File: src/design/tmad_pkg.sv
// Shared widths, reset values and configuration register indexes for the
// trimmed-mean ADC diagnostic block. No dependencies.
package tmad_pkg;

    localparam int CH_W      = 4;   // channel tag width
    localparam int RAW_W     = 12;  // raw converter code width
    localparam int MV_W      = 13;  // millivolt value width
    localparam int CFG_W     = 13;  // widest configuration register
    localparam int CFG_IDX_W = 2;   // configuration index width
    localparam int PROD_W    = 26;  // (code + 1) * ref_mv

    localparam int SAMPLES_PER_WINDOW_DEF = 5;
    localparam int NUM_CHANNELS_DEF       = 16;

    localparam int               MV_MAX_INT    = 8191;
    localparam logic [MV_W-1:0]  MV_MAX        = 13'd8191;
    localparam logic [12:0]      FULL_SCALE_12 = 13'd4095;
    localparam logic [10:0]      FULL_SCALE_10 = 11'd1023;

    localparam logic [12:0] REF_MV_RST     = 13'd3300;
    localparam logic        TWELVE_BIT_RST = 1'b1;
    localparam logic [12:0] SHORT_THR_RST  = 13'd1100;
    localparam logic [12:0] OPEN_THR_RST   = 13'd110;

    typedef enum logic [CFG_IDX_W-1:0] {
        CFG_REF_MV     = 2'd0,
        CFG_TWELVE_BIT = 2'd1,
        CFG_SHORT_THR  = 2'd2,
        CFG_OPEN_THR   = 2'd3
    } t_cfg_idx;

endpackage

File: src/design/trimmed_mean_adc_diag_top.sv
// Trimmed-mean ADC diagnostic: converts tagged samples to millivolts, keeps a
// per-channel window and emits the trimmed mean with short/open flags.
// Depends on tmad_pkg.
// A window-completing item passes through the input register, multiply,
// divide by full scale, window update, subtract, and reciprocal multiply and
// threshold compare into the output register.
// Throughput: one item per cycle; stages hold only while the output is stalled.
// Reset (synchronous, active low) empties the pipeline, zeroes every channel's
// window count and loads the configuration registers with their defaults.
module trimmed_mean_adc_diag_top #(
    parameter int SAMPLES_PER_WINDOW = tmad_pkg::SAMPLES_PER_WINDOW_DEF,
    parameter int NUM_CHANNELS       = tmad_pkg::NUM_CHANNELS_DEF
) (
    input  logic                           i_clk,
    input  logic                           i_rst_n,
    // configuration write port
    input  logic                           i_cfg_we,
    input  logic [tmad_pkg::CFG_IDX_W-1:0] i_cfg_index,
    input  logic [tmad_pkg::CFG_W-1:0]     i_cfg_data,
    // input channel
    input  logic                           i_in_valid,
    output logic                           o_in_stall,
    input  logic [tmad_pkg::CH_W-1:0]      i_channel,
    input  logic [tmad_pkg::RAW_W-1:0]     i_raw_sample,
    // result channel
    output logic                           o_out_valid,
    input  logic                           i_out_stall,
    output logic [tmad_pkg::CH_W-1:0]      o_out_channel,
    output logic [tmad_pkg::MV_W-1:0]      o_mean_mv,
    output logic                           o_short_detected,
    output logic                           o_open_detected
);

    localparam int CHW      = tmad_pkg::CH_W;
    localparam int MVW      = tmad_pkg::MV_W;
    localparam int PRW      = tmad_pkg::PROD_W;
    localparam int CH_IDX_W = (NUM_CHANNELS > 1) ? $clog2(NUM_CHANNELS) : 1;
    localparam int CNT_W    = $clog2(SAMPLES_PER_WINDOW);
    localparam int SUM_W    = $clog2(SAMPLES_PER_WINDOW * tmad_pkg::MV_MAX_INT + 1);
    localparam int DIV_K    = SAMPLES_PER_WINDOW - 2;
    localparam int REC_SH   = SUM_W + 3;
    localparam int REC_W    = REC_SH + 1;
    localparam int QP_W     = SUM_W + REC_W;

    localparam logic [CHW:0]       CH_LIMIT = (CHW + 1)'(NUM_CHANNELS);
    localparam logic [CNT_W-1:0]   LAST_CNT = CNT_W'(SAMPLES_PER_WINDOW - 1);
    localparam logic [REC_W-1:0]   REC_K    = REC_W'((2 ** REC_SH + DIV_K - 1) / DIV_K);

    // configuration registers
    logic [12:0] r_ref_mv;
    logic        r_twelve_bit;
    logic [12:0] r_short_thr;
    logic [12:0] r_open_thr;

    // pipeline registers
    logic                  r_v1, r_v2, r_v3, r_v4, r_v5, r_ov;
    logic [CHW-1:0]        r_ch1, r_ch2, r_ch3, r_ch4, r_ch5, r_och;
    logic [tmad_pkg::RAW_W-1:0] r_raw1;
    logic [PRW-1:0]        r_prod2;
    logic [MVW-1:0]        r_mv3;
    logic [SUM_W-1:0]      r_sum4;
    logic [MVW-1:0]        r_min4, r_max4;
    logic [SUM_W-1:0]      r_diff5;
    logic [MVW-1:0]        r_omean;
    logic                  r_oshort, r_oopen;

    // per-channel window state
    logic [CNT_W-1:0]      r_cnt  [NUM_CHANNELS];
    logic [MVW-1:0]        r_wmin [NUM_CHANNELS];
    logic [MVW-1:0]        r_wmax [NUM_CHANNELS];
    logic [SUM_W-1:0]      r_wsum [NUM_CHANNELS];

    logic rdy1, rdy2, rdy3, rdy4, rdy5, rdy_out;
    logic in_acc, upd;

    // next values
    logic [12:0]       n_code;
    logic [PRW-1:0]    n_prod;
    logic [13:0]       a12;
    logic [14:0]       s12;
    logic [12:0]       t12;
    logic [14:0]       q12;
    logic [15:0]       a10;
    logic [16:0]       s10;
    logic [10:0]       t10;
    logic [16:0]       q10;
    logic [16:0]       q_any;
    logic [MVW-1:0]    n_mv;
    logic [CH_IDX_W-1:0] idx;
    logic              first, last;
    logic [MVW-1:0]    n_min, n_max;
    logic [SUM_W-1:0]  n_sum;
    logic [SUM_W-1:0]  n_diff;
    logic [QP_W-1:0]   qprod;
    logic [MVW-1:0]    n_mean;

    // ready chain: a stage takes a new item when empty or when it moves on
    assign rdy_out    = !r_ov || !i_out_stall;
    assign rdy5       = !r_v5 || rdy_out;
    assign rdy4       = !r_v4 || rdy5;
    assign rdy3       = !r_v3 || rdy4;
    assign rdy2       = !r_v2 || rdy3;
    assign rdy1       = !r_v1 || rdy2;
    assign o_in_stall = !rdy1;
    assign in_acc     = i_in_valid && rdy1;
    assign upd        = r_v3 && rdy4;

    // stage 1 -> 2: (code + 1) * ref_mv
    always_comb begin
        if (r_twelve_bit) begin
            n_code = {1'b0, r_raw1};
        end else begin
            n_code = {3'b0, r_raw1[9:0]};
        end
        n_prod = PRW'(n_code + 13'd1) * PRW'(r_ref_mv);
    end

    // stage 2 -> 3: divide by 2^k - 1 as x = a*2^k + b, x/(2^k-1) = a + (a+b)/(2^k-1)
    always_comb begin
        a12   = r_prod2[25:12];
        s12   = {1'b0, a12} + {3'b0, r_prod2[11:0]};
        t12   = {10'b0, s12[14:12]} + {1'b0, s12[11:0]};
        q12   = {1'b0, a12} + {12'b0, s12[14:12]}
              + {14'b0, (t12 >= tmad_pkg::FULL_SCALE_12)};
        a10   = r_prod2[25:10];
        s10   = {1'b0, a10} + {7'b0, r_prod2[9:0]};
        t10   = {4'b0, s10[16:10]} + {1'b0, s10[9:0]};
        q10   = {1'b0, a10} + {10'b0, s10[16:10]}
              + {16'b0, (t10 >= tmad_pkg::FULL_SCALE_10)};
        q_any = r_twelve_bit ? {2'b0, q12} : q10;
        // saturate when ref_mv is set beyond its normal range
        if (q_any > {4'b0, tmad_pkg::MV_MAX}) begin
            n_mv = tmad_pkg::MV_MAX;
        end else begin
            n_mv = q_any[MVW-1:0];
        end
    end

    // stage 3: window update on the item's channel
    always_comb begin
        idx   = r_ch3[CH_IDX_W-1:0];
        first = (r_cnt[idx] == '0);
        last  = (r_cnt[idx] == LAST_CNT);
        if (first) begin
            n_min = r_mv3;
            n_max = r_mv3;
            n_sum = SUM_W'(r_mv3);
        end else begin
            n_min = (r_mv3 < r_wmin[idx]) ? r_mv3 : r_wmin[idx];
            n_max = (r_mv3 > r_wmax[idx]) ? r_mv3 : r_wmax[idx];
            n_sum = r_wsum[idx] + SUM_W'(r_mv3);
        end
    end

    // stage 4 -> 5: drop the extremes
    assign n_diff = r_sum4 - SUM_W'(r_min4) - SUM_W'(r_max4);

    // stage 5 -> out: divide by N-2 through a rounded-up reciprocal
    assign qprod  = QP_W'(r_diff5) * QP_W'(REC_K);
    assign n_mean = qprod[REC_SH +: MVW];

    // control state
    always_ff @(posedge i_clk) begin
        if (!i_rst_n) begin
            r_v1         <= 1'b0;
            r_v2         <= 1'b0;
            r_v3         <= 1'b0;
            r_v4         <= 1'b0;
            r_v5         <= 1'b0;
            r_ov         <= 1'b0;
            r_ref_mv     <= tmad_pkg::REF_MV_RST;
            r_twelve_bit <= tmad_pkg::TWELVE_BIT_RST;
            r_short_thr  <= tmad_pkg::SHORT_THR_RST;
            r_open_thr   <= tmad_pkg::OPEN_THR_RST;
            for (int i = 0; i < NUM_CHANNELS; i++) begin
                r_cnt[i] <= '0;
            end
        end else begin
            // drop items for channels that do not exist
            if (rdy1) r_v1 <= in_acc && ({1'b0, i_channel} < CH_LIMIT);
            if (rdy2) r_v2 <= r_v1;
            if (rdy3) r_v3 <= r_v2;
            if (rdy4) r_v4 <= r_v3 && last;
            if (rdy5) r_v5 <= r_v4;
            if (rdy_out) r_ov <= r_v5;
            if (upd) begin
                r_cnt[idx] <= last ? '0 : r_cnt[idx] + CNT_W'(1);
            end
            if (i_cfg_we) begin
                case (i_cfg_index)
                    tmad_pkg::CFG_REF_MV:     r_ref_mv     <= i_cfg_data;
                    tmad_pkg::CFG_TWELVE_BIT: r_twelve_bit <= i_cfg_data[0];
                    tmad_pkg::CFG_SHORT_THR:  r_short_thr  <= i_cfg_data;
                    tmad_pkg::CFG_OPEN_THR:   r_open_thr   <= i_cfg_data;
                    default: ;
                endcase
            end
        end
    end

    // payload
    always_ff @(posedge i_clk) begin
        if (rdy1) begin
            r_ch1  <= i_channel;
            r_raw1 <= i_raw_sample;
        end
        if (rdy2) begin
            r_ch2   <= r_ch1;
            r_prod2 <= n_prod;
        end
        if (rdy3) begin
            r_ch3 <= r_ch2;
            r_mv3 <= n_mv;
        end
        if (upd) begin
            r_wmin[idx] <= n_min;
            r_wmax[idx] <= n_max;
            r_wsum[idx] <= n_sum;
        end
        if (rdy4) begin
            r_ch4  <= r_ch3;
            r_sum4 <= n_sum;
            r_min4 <= n_min;
            r_max4 <= n_max;
        end
        if (rdy5) begin
            r_ch5   <= r_ch4;
            r_diff5 <= n_diff;
        end
        if (rdy_out) begin
            r_och    <= r_ch5;
            r_omean  <= n_mean;
            r_oshort <= (n_mean > r_short_thr);
            r_oopen  <= (n_mean < r_open_thr);
        end
    end

    assign o_out_valid      = r_ov;
    assign o_out_channel    = r_och;
    assign o_mean_mv        = r_omean;
    assign o_short_detected = r_oshort;
    assign o_open_detected  = r_oopen;

endmodule

File: config.mk
export PLATFORM = sky130hd
export DESIGN_NAME = trimmed_mean_adc_diag_top
export DESIGN_NICKNAME = d
export VERILOG_FILES = /design/src/design/tmad_pkg.sv /design/src/design/trimmed_mean_adc_diag_top.sv
export SDC_FILE = /design/constraint.sdc
export NUM_CORES = 2
export LEC_CHECK = 0
export ABC_CLOCK_PERIOD_IN_PS = 11500
export BUFFER_PORTS_ARGS = -buffer_cell sky130_fd_sc_hd__buf_2
export CAP_MARGIN = 20
export CORE_MARGIN = 2
export CORE_UTILIZATION = 45
export CTS_BUF_LIST = sky130_fd_sc_hd__clkbuf_8 sky130_fd_sc_hd__clkbuf_16
export DETAILED_ROUTE_END_ITERATION = 10
export GPL_TIMING_DRIVEN = 0
export PLACE_DENSITY_LB_ADDON = 0.2
export SLEW_MARGIN = 20
export SYNTH_ARGS = -nofsm -noshare
export SYNTH_HDL_FRONTEND = slang
export SYNTH_SLANG_ARGS = --single-unit
File: constraint.sdc
create_clock -name i_clk -period 11.5 [get_ports i_clk]
set_clock_uncertainty 0.1 [all_clocks]
set_input_delay 2.3 -clock i_clk [delete_from_list [all_inputs] [get_ports i_clk]]
set_output_delay 2.3 -clock i_clk [all_outputs]
set_load 0.005 [all_outputs]
==> flow_metrics.py <==
metrics = {
    "cts": {
        "holdBufCountCts": 0,
        "cts_buffer_depth": 3,
        "clock-sinks": 918,
        "cts_root_buf": "clkbuf_16",
        "cts_tree": "built",
        "post-cts-setup-buffers": 0,
        "cts_resized": 0,
        "ctsHtreeMaxLevel": 3,
        "clk_pin_slew_ns": 0.06,
        "insertion_delay_ns": 0.68,
        "cts_made_buffers": 94,
    },
    "sta": {
        "max_clock_freq_ghz": 0.1121,
        "rsz0062_at_grt": "no",
        "final.setup.tns_ns": 0,
        "fin_crit_ns": 8.922,
        "fin_crit_sh_pct": 77.58,
        "drv_slew": 0,
        "worst_slew_pin_slew_ns": 1.151,
        "setup_viol": 0,
        "hold_violations": 0,
        "slew_headroom_pct": 22.98,
    },
    "yosys": {
        "yosysTopAreaCell": "edfxtp_1",
        "synth_flop_cell": "edfxtp_1",
        "async_reset_ff_share_pct": 0,
        "yosysUniqueCellTypes": 75,
        "ys_warn_count": 0,
        "syn_area_per_cell_um2": 14.78,
        "synth_top_cell_area_share_pct": 53.51,
        "postSynthCellCount": 3296,
        "syn_nets": 3849,
        "synth_edf_count": 868,
        "synth-seq-cells": 918,
        "ys_seq_area_share_pct": 55.56,
        "synthTopCellsByArea": "edfxtp_1, mux4_2, fa_1",
        "netlist_area_um2": 48710,
    },
    "grt": {
        "grt_pass1_vias": 28371,
        "grt_pass1_wl_mm": 178.0,
        "track_usage_pct": 21.47,
        "overflow": 0,
        "grt_max_degree": 47,
        "antenna_found_initial": 0,
    },
    "run_status": {
        "status": "completed",
    },
    "layout": {
        "final_core_util_pct": 51.34,
        "area_growth_pct": 13.00,
        "final_cell_mix": "edfxtp_1, inv_1, ha_1, nand2_1, mux4_2",
        "layout-drive-gt1-share_pct": 15.81,
        "fin_cells": 4990,
        "mostFrequentLayoutCell": "edfxtp_1",
        "layout.nets": 4068,
        "n_antenna_cell": 0,
    },
    "critical_path": {
        "worst_setup_path_end_kind": "register",
        "cp_max_fo": 10,
        "startpoint_type": "register",
        "required_ns": 11.78,
        "crit_buf_inv": 3,
        "slowest_stage": "o311ai_0",
        "cp.arrival_ns": 9.20,
        "critPathMaxStageDelay_ns": 0.64,
        "critPathTopFamily": "compound AO/OA/AOI/OAI gates",
        "critPathMostFrequentCell": "o21ai_0",
        "crit_type": "reg -> reg",
    },
    "detailed_routing": {
        "dr_wl_met3_mm": 5.850,
        "ant_nets": 0,
        "drt_iter0_markers": 2549,
        "highest_layer": "met4",
        "dr.pass1.iters": 7,
        "met1_length_mm": 50.23,
        "via_count": 27553,
        "vias_per_cell": 5.522,
        "drc": 0,
        "wl_per_cell_um": 23.46,
        "wl_met2_mm": 58.65,
        "drt_wl_total_mm": 117.1,
    },
    "placement": {
        "placedCellCount": 4822,
        "dp_hpwl_mm": 85.25,
        "routabilityCongestion": 0.8858,
        "port_buffers": 55,
    },
    "die": {
        "die_h_um": 333.0,
        "core-area_um2": 107200,
        "die_area_um2": 110900,
        "start_util_pct": 45.44,
        "chipWidth_um": 333.0,
        "io_pins": 57,
        "rows": 120,
    },
    "hold_path": {
        "min_path_type": "reg -> reg",
    },
    "job": {
        "max_cap_violations": 0,
    },
}
synthesized netlist by cell type (all sizes together), types with 30 or more instances:
library cell	instances
edfxtp	868
inv	377
ha	300
nand2	285
mux4	225
fa	217
nor2	132
o21ai	89
clkbuf	83
xnor2	75
a21oi	71
and2	63
dfxtp	50
nor2b	38
o211ai	37
buf	36
nand3	36
a21o	35
a21boi	33
xor2	30
worst paths after layout:
kind,startpoint,to,slack [ns],cells after the start
min reg2reg,r_ch5[1]$_DFFE_PP_,o_out_channel[1]$_DFFE_PP_,0.32,0
min,r_ch5[1]$_DFFE_PP_,o_out_channel[1]$_DFFE_PP_,0.32,0
max reg2reg,r_prod2[10]$_DFFE_PP_,r_mv3[9]$_SDFFCE_PN1N_,2.58,35
max,r_prod2[10]$_DFFE_PP_,r_mv3[9]$_SDFFCE_PN1N_,2.58,35
registers in the layout, summed over array words and instances, names as in the netlist, 12 cells and up, named ones only:
signal,count
r_short_thr,13
o_mean_mv,13
r_wmin,208
r_max4,13
r_sum4,16
r_wmax,208
r_raw1,12
r_wsum,256
r_open_thr,13
r_prod2,26
r_cnt,48
r_diff5,16
r_mv3,13
r_ref_mv,13
r_min4,13
layout make-up:
| cell class | count | area, µm² |
|---|---|---|
| plain buffers | 119 | 509.2 |
| clock buffers | 95 | 2377 |
| clock inverters | 73 | 666.9 |
| fillers | 9010 | 52160 |
| inverters | 377 | 1415 |
| multi-input cells | 1882 | 19900 |
| flip-flops and latches | 918 | 27070 |
| well taps | 1403 | 1755 |
| repair buffers | 123 | 1356 |
logic make-up (layout without fill, tap and decap cells):
group,count (synthesis),count (layout),synth area share [%]
adder cells (fa/ha/maj),518,518,16.64
multiplexers,243,243,10.90
buffers and inverters,496,787,3.940
AND/OR/NAND/NOR,657,657,6.214
AO/OA/AOI/OAI,359,359,4.852
flip-flops,918,918,55.56
XOR/XNOR,105,105,1.888
layer usage:
layer | vias up | GRT usage, %
li1 | 12477 | -
met1 | 14166 | 29.54
met2 | 753 | 36.57
met3 | 157 | 2.344
met4 | 0 | 5.401
met5 | - | 0
worst reg2reg max path, delay by kind of cell (launching register included):
family / cells / cell delay [ns]
AOI/OAI and AO/OA: 20 / 4.58
adders and majority gates: 7 / 2.47
buffers and inverters: 3 / 0.45
DFF: 1 / 0.54
and+or+nand+nor: 5 / 0.51
metrics by stage:
stage	area [µm²]	hold slack (ns)	setup WS, ns
final	55040	0.3177	2.578
after global routing	55040	0.3223	1.725
after CTS	55040	0.3205	2.507
after detailed placement	51990	0.3057	2.514
after global placement	50740	0.3073	0.7157
after floorplan	48710	0.3003	3.865
Power is left out: the tool's default activity adds up to more than one toggle a clock period on the data nets, which glitch-free logic cannot reach.
